**config.mk**
```make
export PLATFORM = sky130hd
export DESIGN_NAME = heap_sort_engine
export DESIGN_NICKNAME = d
export VERILOG_FILES = /design/src/rtl/hse_pkg.sv /design/src/rtl/heap_sort_engine.sv /design/src/rtl/hse_ram.sv
export SDC_FILE = /design/constraint.sdc
export NUM_CORES = 2
export LEC_CHECK = 0
export ABC_AREA = 1
export BUFFER_PORTS_ARGS = -buffer_cell sky130_fd_sc_hd__clkbuf_2
export CORE_MARGIN = 10
export CORE_UTILIZATION = 31
export DETAILED_ROUTE_END_ITERATION = 6
export GPL_TIMING_DRIVEN = 0
export HOLD_SLACK_MARGIN = 0.08
export PLACE_DENSITY_LB_ADDON = 0.1
export SLEW_MARGIN = 20
export SYNTH_ARGS = -nofsm -noshare
export SYNTH_HDL_FRONTEND = slang
export SYNTH_HIERARCHICAL = 1
export SYNTH_SLANG_ARGS = --single-unit
```
**constraint.sdc**
```tcl
create_clock -name i_clk -period 21.4 [get_ports i_clk]
set_clock_uncertainty 0.1 [all_clocks]
set_input_delay 6.42 -clock i_clk [delete_from_list [all_inputs] [get_ports i_clk]]
set_output_delay 6.42 -clock i_clk [all_outputs]
set_load 0.1 [all_outputs]
```
**src/rtl/hse_pkg.sv**
```systemverilog
// ----------------------------------------------------------------------------
// hse_pkg
// Shared types and constants for the heap sort engine.
// ----------------------------------------------------------------------------
`default_nettype none

package hse_pkg;

    // default capacity of the element store
    localparam int MAX_ITEMS_DEF = 64;
    // element width
    localparam int DATA_W = 32;

    // one input word
    typedef struct packed {
        logic signed [DATA_W-1:0] value;
        logic                     last;
    } t_in_item;

    // one result word
    typedef struct packed {
        logic signed [DATA_W-1:0] sorted_value;
        logic                     last_res;
        logic                     dropped;
    } t_out_item;

endpackage

`default_nettype wire

```
**src/rtl/heap_sort_engine.sv**
```systemverilog
// ----------------------------------------------------------------------------
// heap_sort_engine
// Collects a set of signed 32-bit values and returns them in ascending order.
// ----------------------------------------------------------------------------
// Usage:
//   Input: drive i_item and raise start; the word is taken on a clock edge
//   where start is high and busy is low. Words are written into a store of
//   MAX_ITEMS entries; words that arrive while it is full are discarded and
//   the run is flagged as dropped. A word with last set ends the set.
//   After the last word, busy stays high while the store is heapified and
//   sorted in place by one sift-down sequencer around a single RAM read
//   port: at each tree level it reads the left child, reads the right
//   child, then compares and moves the larger child up.
//   Output: the results then leave one per cycle, each valid for exactly
//   one cycle while o_strobe is high; the receiver cannot stall them.
//   last_res marks the final word, dropped is set on every word of a run
//   that lost elements.
//   Reset (i_rst_n low, synchronous) empties the set and returns to idle.
//   The store contents are not cleared; only written entries are ever read.
// ----------------------------------------------------------------------------
`default_nettype none

module heap_sort_engine #(
    parameter int MAX_ITEMS = hse_pkg::MAX_ITEMS_DEF
) (
    input  wire logic              i_clk,
    input  wire logic              i_rst_n,
    input  wire logic              start,
    output logic                   busy,
    input  wire hse_pkg::t_in_item i_item,
    output logic                   o_strobe,
    output hse_pkg::t_out_item     o_result
);

    import hse_pkg::*;

    localparam int AW = $clog2(MAX_ITEMS);
    localparam int CW = $clog2(MAX_ITEMS + 1);
    localparam int IW = CW + 1;

    // sequencer states
    localparam logic [3:0] ST_IDLE   = 4'd0;
    localparam logic [3:0] ST_BINIT  = 4'd1;
    localparam logic [3:0] ST_RDV    = 4'd2;
    localparam logic [3:0] ST_WTV    = 4'd3;
    localparam logic [3:0] ST_SDL    = 4'd4;
    localparam logic [3:0] ST_SDR    = 4'd5;
    localparam logic [3:0] ST_SDC    = 4'd6;
    localparam logic [3:0] ST_SINIT  = 4'd7;
    localparam logic [3:0] ST_SW0    = 4'd8;
    localparam logic [3:0] ST_SWE    = 4'd9;
    localparam logic [3:0] ST_SWW    = 4'd10;
    localparam logic [3:0] ST_OUT    = 4'd11;

    // control registers
    logic [3:0]    r_state, n_state;
    logic [CW-1:0] r_count, n_count;
    logic          r_ovf, n_ovf;
    logic [AW-1:0] r_node, n_node;
    logic [CW-1:0] r_len, n_len;
    logic [CW-1:0] r_k, n_k;
    logic [AW-1:0] r_end, n_end;
    logic          r_phase, n_phase;
    logic [CW-1:0] r_oi, n_oi;
    logic          r_pend, n_pend;
    logic          r_plast, n_plast;
    logic          r_pdrop, n_pdrop;

    // payload registers
    logic signed [DATA_W-1:0] r_v, n_v;
    logic signed [DATA_W-1:0] r_lv, n_lv;
    logic signed [DATA_W-1:0] r_t, n_t;

    // RAM interface
    logic                     ram_we;
    logic [AW-1:0]            ram_waddr;
    logic signed [DATA_W-1:0] ram_wdata;
    logic [AW-1:0]            ram_raddr;
    logic [DATA_W-1:0]        ram_rdata;
    logic signed [DATA_W-1:0] rdata_s;

    // child indexes and compare
    logic [IW-1:0]            lc_idx;
    logic [IW-1:0]            rc_idx;
    logic                     lc_in;
    logic                     rc_in;
    logic                     lc_gt;
    logic signed [DATA_W-1:0] best_v;
    logic                     rc_gt;
    logic                     sift_done;

    hse_ram #(
        .WIDTH(DATA_W),
        .DEPTH(MAX_ITEMS)
    ) u_store (
        .i_clk  (i_clk),
        .i_we   (ram_we),
        .i_waddr(ram_waddr),
        .i_wdata(ram_wdata),
        .i_raddr(ram_raddr),
        .o_rdata(ram_rdata)
    );

    assign rdata_s = $signed(ram_rdata);

    // heap child positions of the current node
    assign lc_idx = IW'({r_node, 1'b1});
    assign rc_idx = lc_idx + IW'(1);
    assign lc_in  = lc_idx < IW'(r_len);
    assign rc_in  = rc_idx < IW'(r_len);

    // shared compare unit: larger of held value and left child, then right
    assign lc_gt  = r_lv > r_v;
    assign best_v = lc_gt ? r_lv : r_v;
    assign rc_gt  = rc_in && (rdata_s > best_v);

    assign busy     = r_state != ST_IDLE;
    assign o_strobe = r_pend;

    always_comb begin
        o_result.sorted_value = rdata_s;
        o_result.last_res     = r_plast;
        o_result.dropped      = r_pdrop;
    end

    // sequencer
    always_comb begin
        n_state   = r_state;
        n_count   = r_count;
        n_ovf     = r_ovf;
        n_node    = r_node;
        n_len     = r_len;
        n_k       = r_k;
        n_end     = r_end;
        n_phase   = r_phase;
        n_oi      = r_oi;
        n_pend    = 1'b0;
        n_plast   = r_plast;
        n_pdrop   = r_pdrop;
        n_v       = r_v;
        n_lv      = r_lv;
        n_t       = r_t;
        ram_we    = 1'b0;
        ram_waddr = r_node;
        ram_wdata = r_v;
        ram_raddr = '0;
        sift_done = 1'b0;

        unique case (r_state)
            ST_IDLE: begin
                if (start) begin
                    if (r_count < CW'(MAX_ITEMS)) begin
                        ram_we    = 1'b1;
                        ram_waddr = r_count[AW-1:0];
                        ram_wdata = i_item.value;
                        n_count   = r_count + CW'(1);
                    end else begin
                        n_ovf = 1'b1;
                    end
                    if (i_item.last) begin
                        n_state = ST_BINIT;
                    end
                end
            end
            // heap build: sift every inner node, bottom up
            ST_BINIT: begin
                n_len   = r_count;
                n_k     = r_count >> 1;
                n_phase = 1'b0;
                if ((r_count >> 1) == '0) begin
                    n_state = ST_SINIT;
                end else begin
                    n_node  = AW'((r_count >> 1) - CW'(1));
                    n_state = ST_RDV;
                end
            end
            ST_RDV: begin
                ram_raddr = r_node;
                n_state   = ST_WTV;
            end
            ST_WTV: begin
                n_v     = rdata_s;
                n_state = ST_SDL;
            end
            // sift-down: read left child, or place the held value
            ST_SDL: begin
                ram_raddr = lc_idx[AW-1:0];
                if (!lc_in) begin
                    ram_we    = 1'b1;
                    sift_done = 1'b1;
                end else begin
                    n_state = ST_SDR;
                end
            end
            ST_SDR: begin
                n_lv      = rdata_s;
                ram_raddr = rc_idx[AW-1:0];
                n_state   = ST_SDC;
            end
            // move the larger child up, or place the held value
            ST_SDC: begin
                ram_we = 1'b1;
                if (rc_gt) begin
                    ram_wdata = rdata_s;
                    n_node    = rc_idx[AW-1:0];
                    n_state   = ST_SDL;
                end else if (lc_gt) begin
                    ram_wdata = r_lv;
                    n_node    = lc_idx[AW-1:0];
                    n_state   = ST_SDL;
                end else begin
                    sift_done = 1'b1;
                end
            end
            // sort phase: swap root with the end of the heap
            ST_SINIT: begin
                n_phase = 1'b1;
                if (r_count <= CW'(1)) begin
                    n_oi    = '0;
                    n_state = ST_OUT;
                end else begin
                    n_end   = AW'(r_count - CW'(1));
                    n_state = ST_SW0;
                end
            end
            ST_SW0: begin
                ram_raddr = '0;
                n_state   = ST_SWE;
            end
            ST_SWE: begin
                n_t       = rdata_s;
                ram_raddr = r_end;
                n_state   = ST_SWW;
            end
            ST_SWW: begin
                ram_we    = 1'b1;
                ram_waddr = r_end;
                ram_wdata = r_t;
                n_v       = rdata_s;
                n_node    = '0;
                n_len     = CW'(r_end);
                n_state   = ST_SDL;
            end
            // stream the sorted store out, one word a cycle
            ST_OUT: begin
                ram_raddr = r_oi[AW-1:0];
                n_pend    = 1'b1;
                n_plast   = r_oi == (r_count - CW'(1));
                n_pdrop   = r_ovf;
                n_oi      = r_oi + CW'(1);
                if (r_oi == (r_count - CW'(1))) begin
                    n_count = '0;
                    n_ovf   = 1'b0;
                    n_state = ST_IDLE;
                end
            end
            default: begin
                n_state = ST_IDLE;
            end
        endcase

        // next sift after one finishes
        if (sift_done) begin
            if (!r_phase) begin
                if (r_k == CW'(1)) begin
                    n_state = ST_SINIT;
                end else begin
                    n_k     = r_k - CW'(1);
                    n_node  = AW'(r_k - CW'(2));
                    n_state = ST_RDV;
                end
            end else begin
                if (r_end == AW'(1)) begin
                    n_oi    = '0;
                    n_state = ST_OUT;
                end else begin
                    n_end   = r_end - AW'(1);
                    n_state = ST_SW0;
                end
            end
        end
    end

    // control state
    always_ff @(posedge i_clk) begin
        if (!i_rst_n) begin
            r_state <= ST_IDLE;
            r_count <= '0;
            r_ovf   <= 1'b0;
            r_pend  <= 1'b0;
            r_phase <= 1'b0;
        end else begin
            r_state <= n_state;
            r_count <= n_count;
            r_ovf   <= n_ovf;
            r_pend  <= n_pend;
            r_phase <= n_phase;
        end
    end

    // datapath registers
    always_ff @(posedge i_clk) begin
        r_node  <= n_node;
        r_len   <= n_len;
        r_k     <= n_k;
        r_end   <= n_end;
        r_oi    <= n_oi;
        r_plast <= n_plast;
        r_pdrop <= n_pdrop;
        r_v     <= n_v;
        r_lv    <= n_lv;
        r_t     <= n_t;
    end

endmodule

`default_nettype wire

```
**src/rtl/hse_ram.sv**
```systemverilog
// ----------------------------------------------------------------------------
// hse_ram
// Generic simple dual-port RAM: one write port, one read port, registered read.
// ----------------------------------------------------------------------------
`default_nettype none

module hse_ram #(
    parameter int WIDTH = 32,
    parameter int DEPTH = 64
) (
    input  wire logic                     i_clk,
    input  wire logic                     i_we,
    input  wire logic [$clog2(DEPTH)-1:0] i_waddr,
    input  wire logic [WIDTH-1:0]         i_wdata,
    input  wire logic [$clog2(DEPTH)-1:0] i_raddr,
    output logic      [WIDTH-1:0]         o_rdata
);

    logic [WIDTH-1:0] r_mem [DEPTH];

    // write port
    always_ff @(posedge i_clk) begin
        if (i_we) begin
            r_mem[i_waddr] <= i_wdata;
        end
    end

    // registered read port
    always_ff @(posedge i_clk) begin
        o_rdata <= r_mem[i_raddr];
    end

endmodule

`default_nettype wire

```
==> flow_metrics.tcl <==
set metrics [dict create \
    r2r_end "u_store/r_mem[54][11]$_DFFE_PP_" \
    power.density_nw_per_um2 170 \
    synth_flop_cell "edfxtp_1" \
    critPathLaunch "start" \
    portBuffers 71 \
    layout_common_cells "2,551 x nand2_1, 2,153 x edfxtp_1, 1,934 x nand3_1" \
    worst_ir_drop_vdd_uv 74.1 \
    antenna_found_initial 35 \
    final.period_utilization_pct 50.5 \
    cts_made_buffers 264 \
    dp_hpwl_mm 320 \
    hold_class "reg2reg" \
    area.growth.synth_to_final_pct 21.4 \
    setup_viol 0 \
    cts_tree "built" \
    end_kind "flip-flop" \
    yosysUniqueCellTypes 51 \
    post_cts_resized 0 \
    htree_levels 5 \
    place_inst 12600 \
    insertion_delay_ns 0.93 \
    path_class "in2reg" \
    power_leakage_nw 41.2 \
    rr_startpoint "r_v[7]$_DFFE_PP_" \
    initial_core_util_pct 31.1 \
    viasPerCell 5.38 \
    ys_warn_count 6 \
    hold_buffers 0 \
    io_pins 72 \
    final_common_cell "nand2_1" \
    gp_congestion 0.914 \
    power.total_mw 19.3 \
    clock_sinks 2225 \
    fp.dieH_um 569 \
    place_area_um2 105000 \
    num_rows 201 \
    grt-ovfl-total 0 \
    fin_setup_tns_ns 0 \
    multi_input_area_um2 24400 \
    seq_area_um2 66100 \
    crit_fanout 9 \
    die_area_um2 323000 \
    gr-usage-all-layers_pct 25.4 \
    post-cts-setup-buffers 0 \
    dpl_worst_slack_ns 9.48 \
    maxCapViolCount 0 \
    root_buffer "clkbuf_16" \
    final_util_pct 37.8 \
    grt_pass1_vias 65000 \
    crit_slowest_cell "nor4_2" \
    grt_max_degree 21 \
    grt_pass1_wl_mm 572 \
    fin_cells 13100 \
    layout-drive-gt1-share_pct 14.7 \
    whs_path_depth 0 \
    async_flop_share_pct 0 \
    finalHoldViolCount 0 \
    route.detailed.drc 0 \
    synth_area_um2 93300 \
    r2r_cells 34 \
    core_area_um2 300000 \
    cpMostUsedCell "buf_2" \
    worst_pin_slew_ns 1.24 \
    ys_seq_area_share_pct 70.9 \
    rsz0062_at_grt "no" \
    max_stage_delay_ns 0.98 \
    max_freq_mhz 92.6 \
    synthCells 8136 \
    first_iter_violations 9360 \
    critPathArrivalTime_ns 11.33 \
    syn_nets 8261 \
    fp.dieW_um 569 \
    drt_wl_total_mm 428 \
    min_to "r_pdrop$_DFFE_PP_" \
    crit_path_cell_trace "clkbuf_2, inv_1, nor2_2, nand2_1, nand4_1, clkbuf_1, nand4_1, nor4_2, buf_2, buf_6, buf_2, buf_2, buf_2, buf_2" \
    start_kind "input port" \
    fin_crit_ns 10.80 \
    status "finished clean" \
    final_cell_area_um2 113000 \
    ant_nets 0 \
    slew_viol_final 0 \
    hold_ws_ns 0.341 \
    relSlewSlack_pct 17.3 \
    synth_seq_cells 2225 \
    firstDrtPassIters 5 \
    vias 70300 \
    fin_ws_ns 10.60 \
    synth_edf_count 2153 \
    nets 9018 \
    cts_max_path_buffers 4 \
    wl_per_cell_um 32.8 \
    clk_pin_slew_worst_paths_ns 0.06 \
    r2r_slack_ns 14.01 \
    fill_cells 29200 \
    critical_path_required_ns 21.93 \
    synth.avg_cell_area_um2 11.5 \
    holdCritStartpoint "r_ovf$_SDFFE_PN0P_" \
]
## how the worst max path moves through the flow
| stage | to | slack (ns) | depth (start not counted) |
|---|---|---|---|
| 2_1_floorplan | u_store/r_mem[48][0]$_DFFE_PP_ | 10.17 | 7 |
| 3_3_place_gp | u_store/r_mem[48][9]$_DFFE_PP_ | -0.40 | 7 |
| 3_5_place_dp | u_store/r_mem[55][25]$_DFFE_PP_ | 9.48 | 13 |
| 4_1_cts | u_store/r_mem[55][24]$_DFFE_PP_ | 10.35 | 13 |
| 5_1_grt | u_store/r_mem[55][24]$_DFFE_PP_ | 10.52 | 14 |
| 6_report | u_store/r_mem[55][24]$_DFFE_PP_ | 10.60 | 14 |
## kinds of logic (layout without fill, tap and decap cells)
logic type                 after synthesis  after routing  share of synthesized area (%)
AOI/OAI and AO/OA                      286            286                           1.81
xor gates and xnor gates                23             23                          0.224
adders and majority gates               89             89                           1.19
buffers and inverters                  688           1650                           3.49
DFF                                   2225           2225                           70.9
other                                    0             18                              0
and+or+nand+nor                       4825           4825                           22.4
## per-layer routing
metal / vias up / wire, µm / GRT usage, %
met2: 3366 / 191000 / 39.7
met4: 10 / 20300 / 10.4
met3: 712 / 35500 / 4.73
met5: - / 95 / 0
met1: 35800 / 181000 / 34.9
li1: 30400 / - / -
## registers in the layout, indices dropped and copies added, names as in the netlist, 4 cells and up
| register | flops |
|---|---|
| r_count | 7 |
| r_end | 6 |
| r_k | 7 |
| r_len | 7 |
| r_lv | 32 |
| r_node | 6 |
| r_oi | 7 |
| r_state | 4 |
| r_t | 32 |
| r_v | 32 |
| u_store/o_rdata | 32 |
| u_store/r_mem | 2048 |
## cell usage after synthesis, types with 3 or more instances
master | instances | area share [%]
buf_6 | 12 | 0.14
nand2_2 | 24 | 0.16
nor4_1 | 8 | 0.054
inv_1 | 175 | 0.70
nand3_2 | 3 | 0.032
o21ai_2 | 5 | 0.047
o21ai_0 | 91 | 0.49
nand3b_1 | 4 | 0.032
clkinv_1 | 3 | 0.012
nand4_1 | 58 | 0.39
nor2_1 | 219 | 0.88
a31oi_1 | 5 | 0.034
o211ai_1 | 41 | 0.33
nand2_4 | 6 | 0.072
a21oi_1 | 89 | 0.48
buf_1 | 41 | 0.16
nor2_2 | 6 | 0.040
o21ai_1 | 3 | 0.016
nand2_1 | 2551 | 10
xor2_1 | 19 | 0.18
clkbuf_1 | 101 | 0.41
nand3_1 | 1934 | 10
o22ai_1 | 4 | 0.027
o21a_1 | 34 | 0.27
a22oi_1 | 3 | 0.024
inv_2 | 6 | 0.024
buf_4 | 49 | 0.39
buf_2 | 297 | 1.6
nor3_1 | 3 | 0.016
ha_1 | 89 | 1.2
xnor2_1 | 3 | 0.028
edfxtp_1 | 2153 | 69
dfxtp_1 | 72 | 1.5
## power breakdown
part           total, mW  switching, mW  internal, mW
Sequential          6.10          0.162          5.94
Clock               4.33           1.87          2.47
Combinational       8.86           6.81          2.05
Total               19.3           8.84          10.5
## layout make-up
type	instances	share of cell area [%]
clock buffer	350	6.31
sequential	2225	58.4
timing repair buffer	491	5.65
antenna	18	0.0398
tap	3958	4.37
multi-input combinational	5223	21.6
inverter	186	0.620
clock inverter	121	0.804
buffer	502	2.27
## critical path, delay by kind of cell
family                 cells  cell delay (ns)
and+or+nand+nor            5             2.81
buffers and inverters      9             2.06
Note: power is estimated with default switching activity, not from simulation.
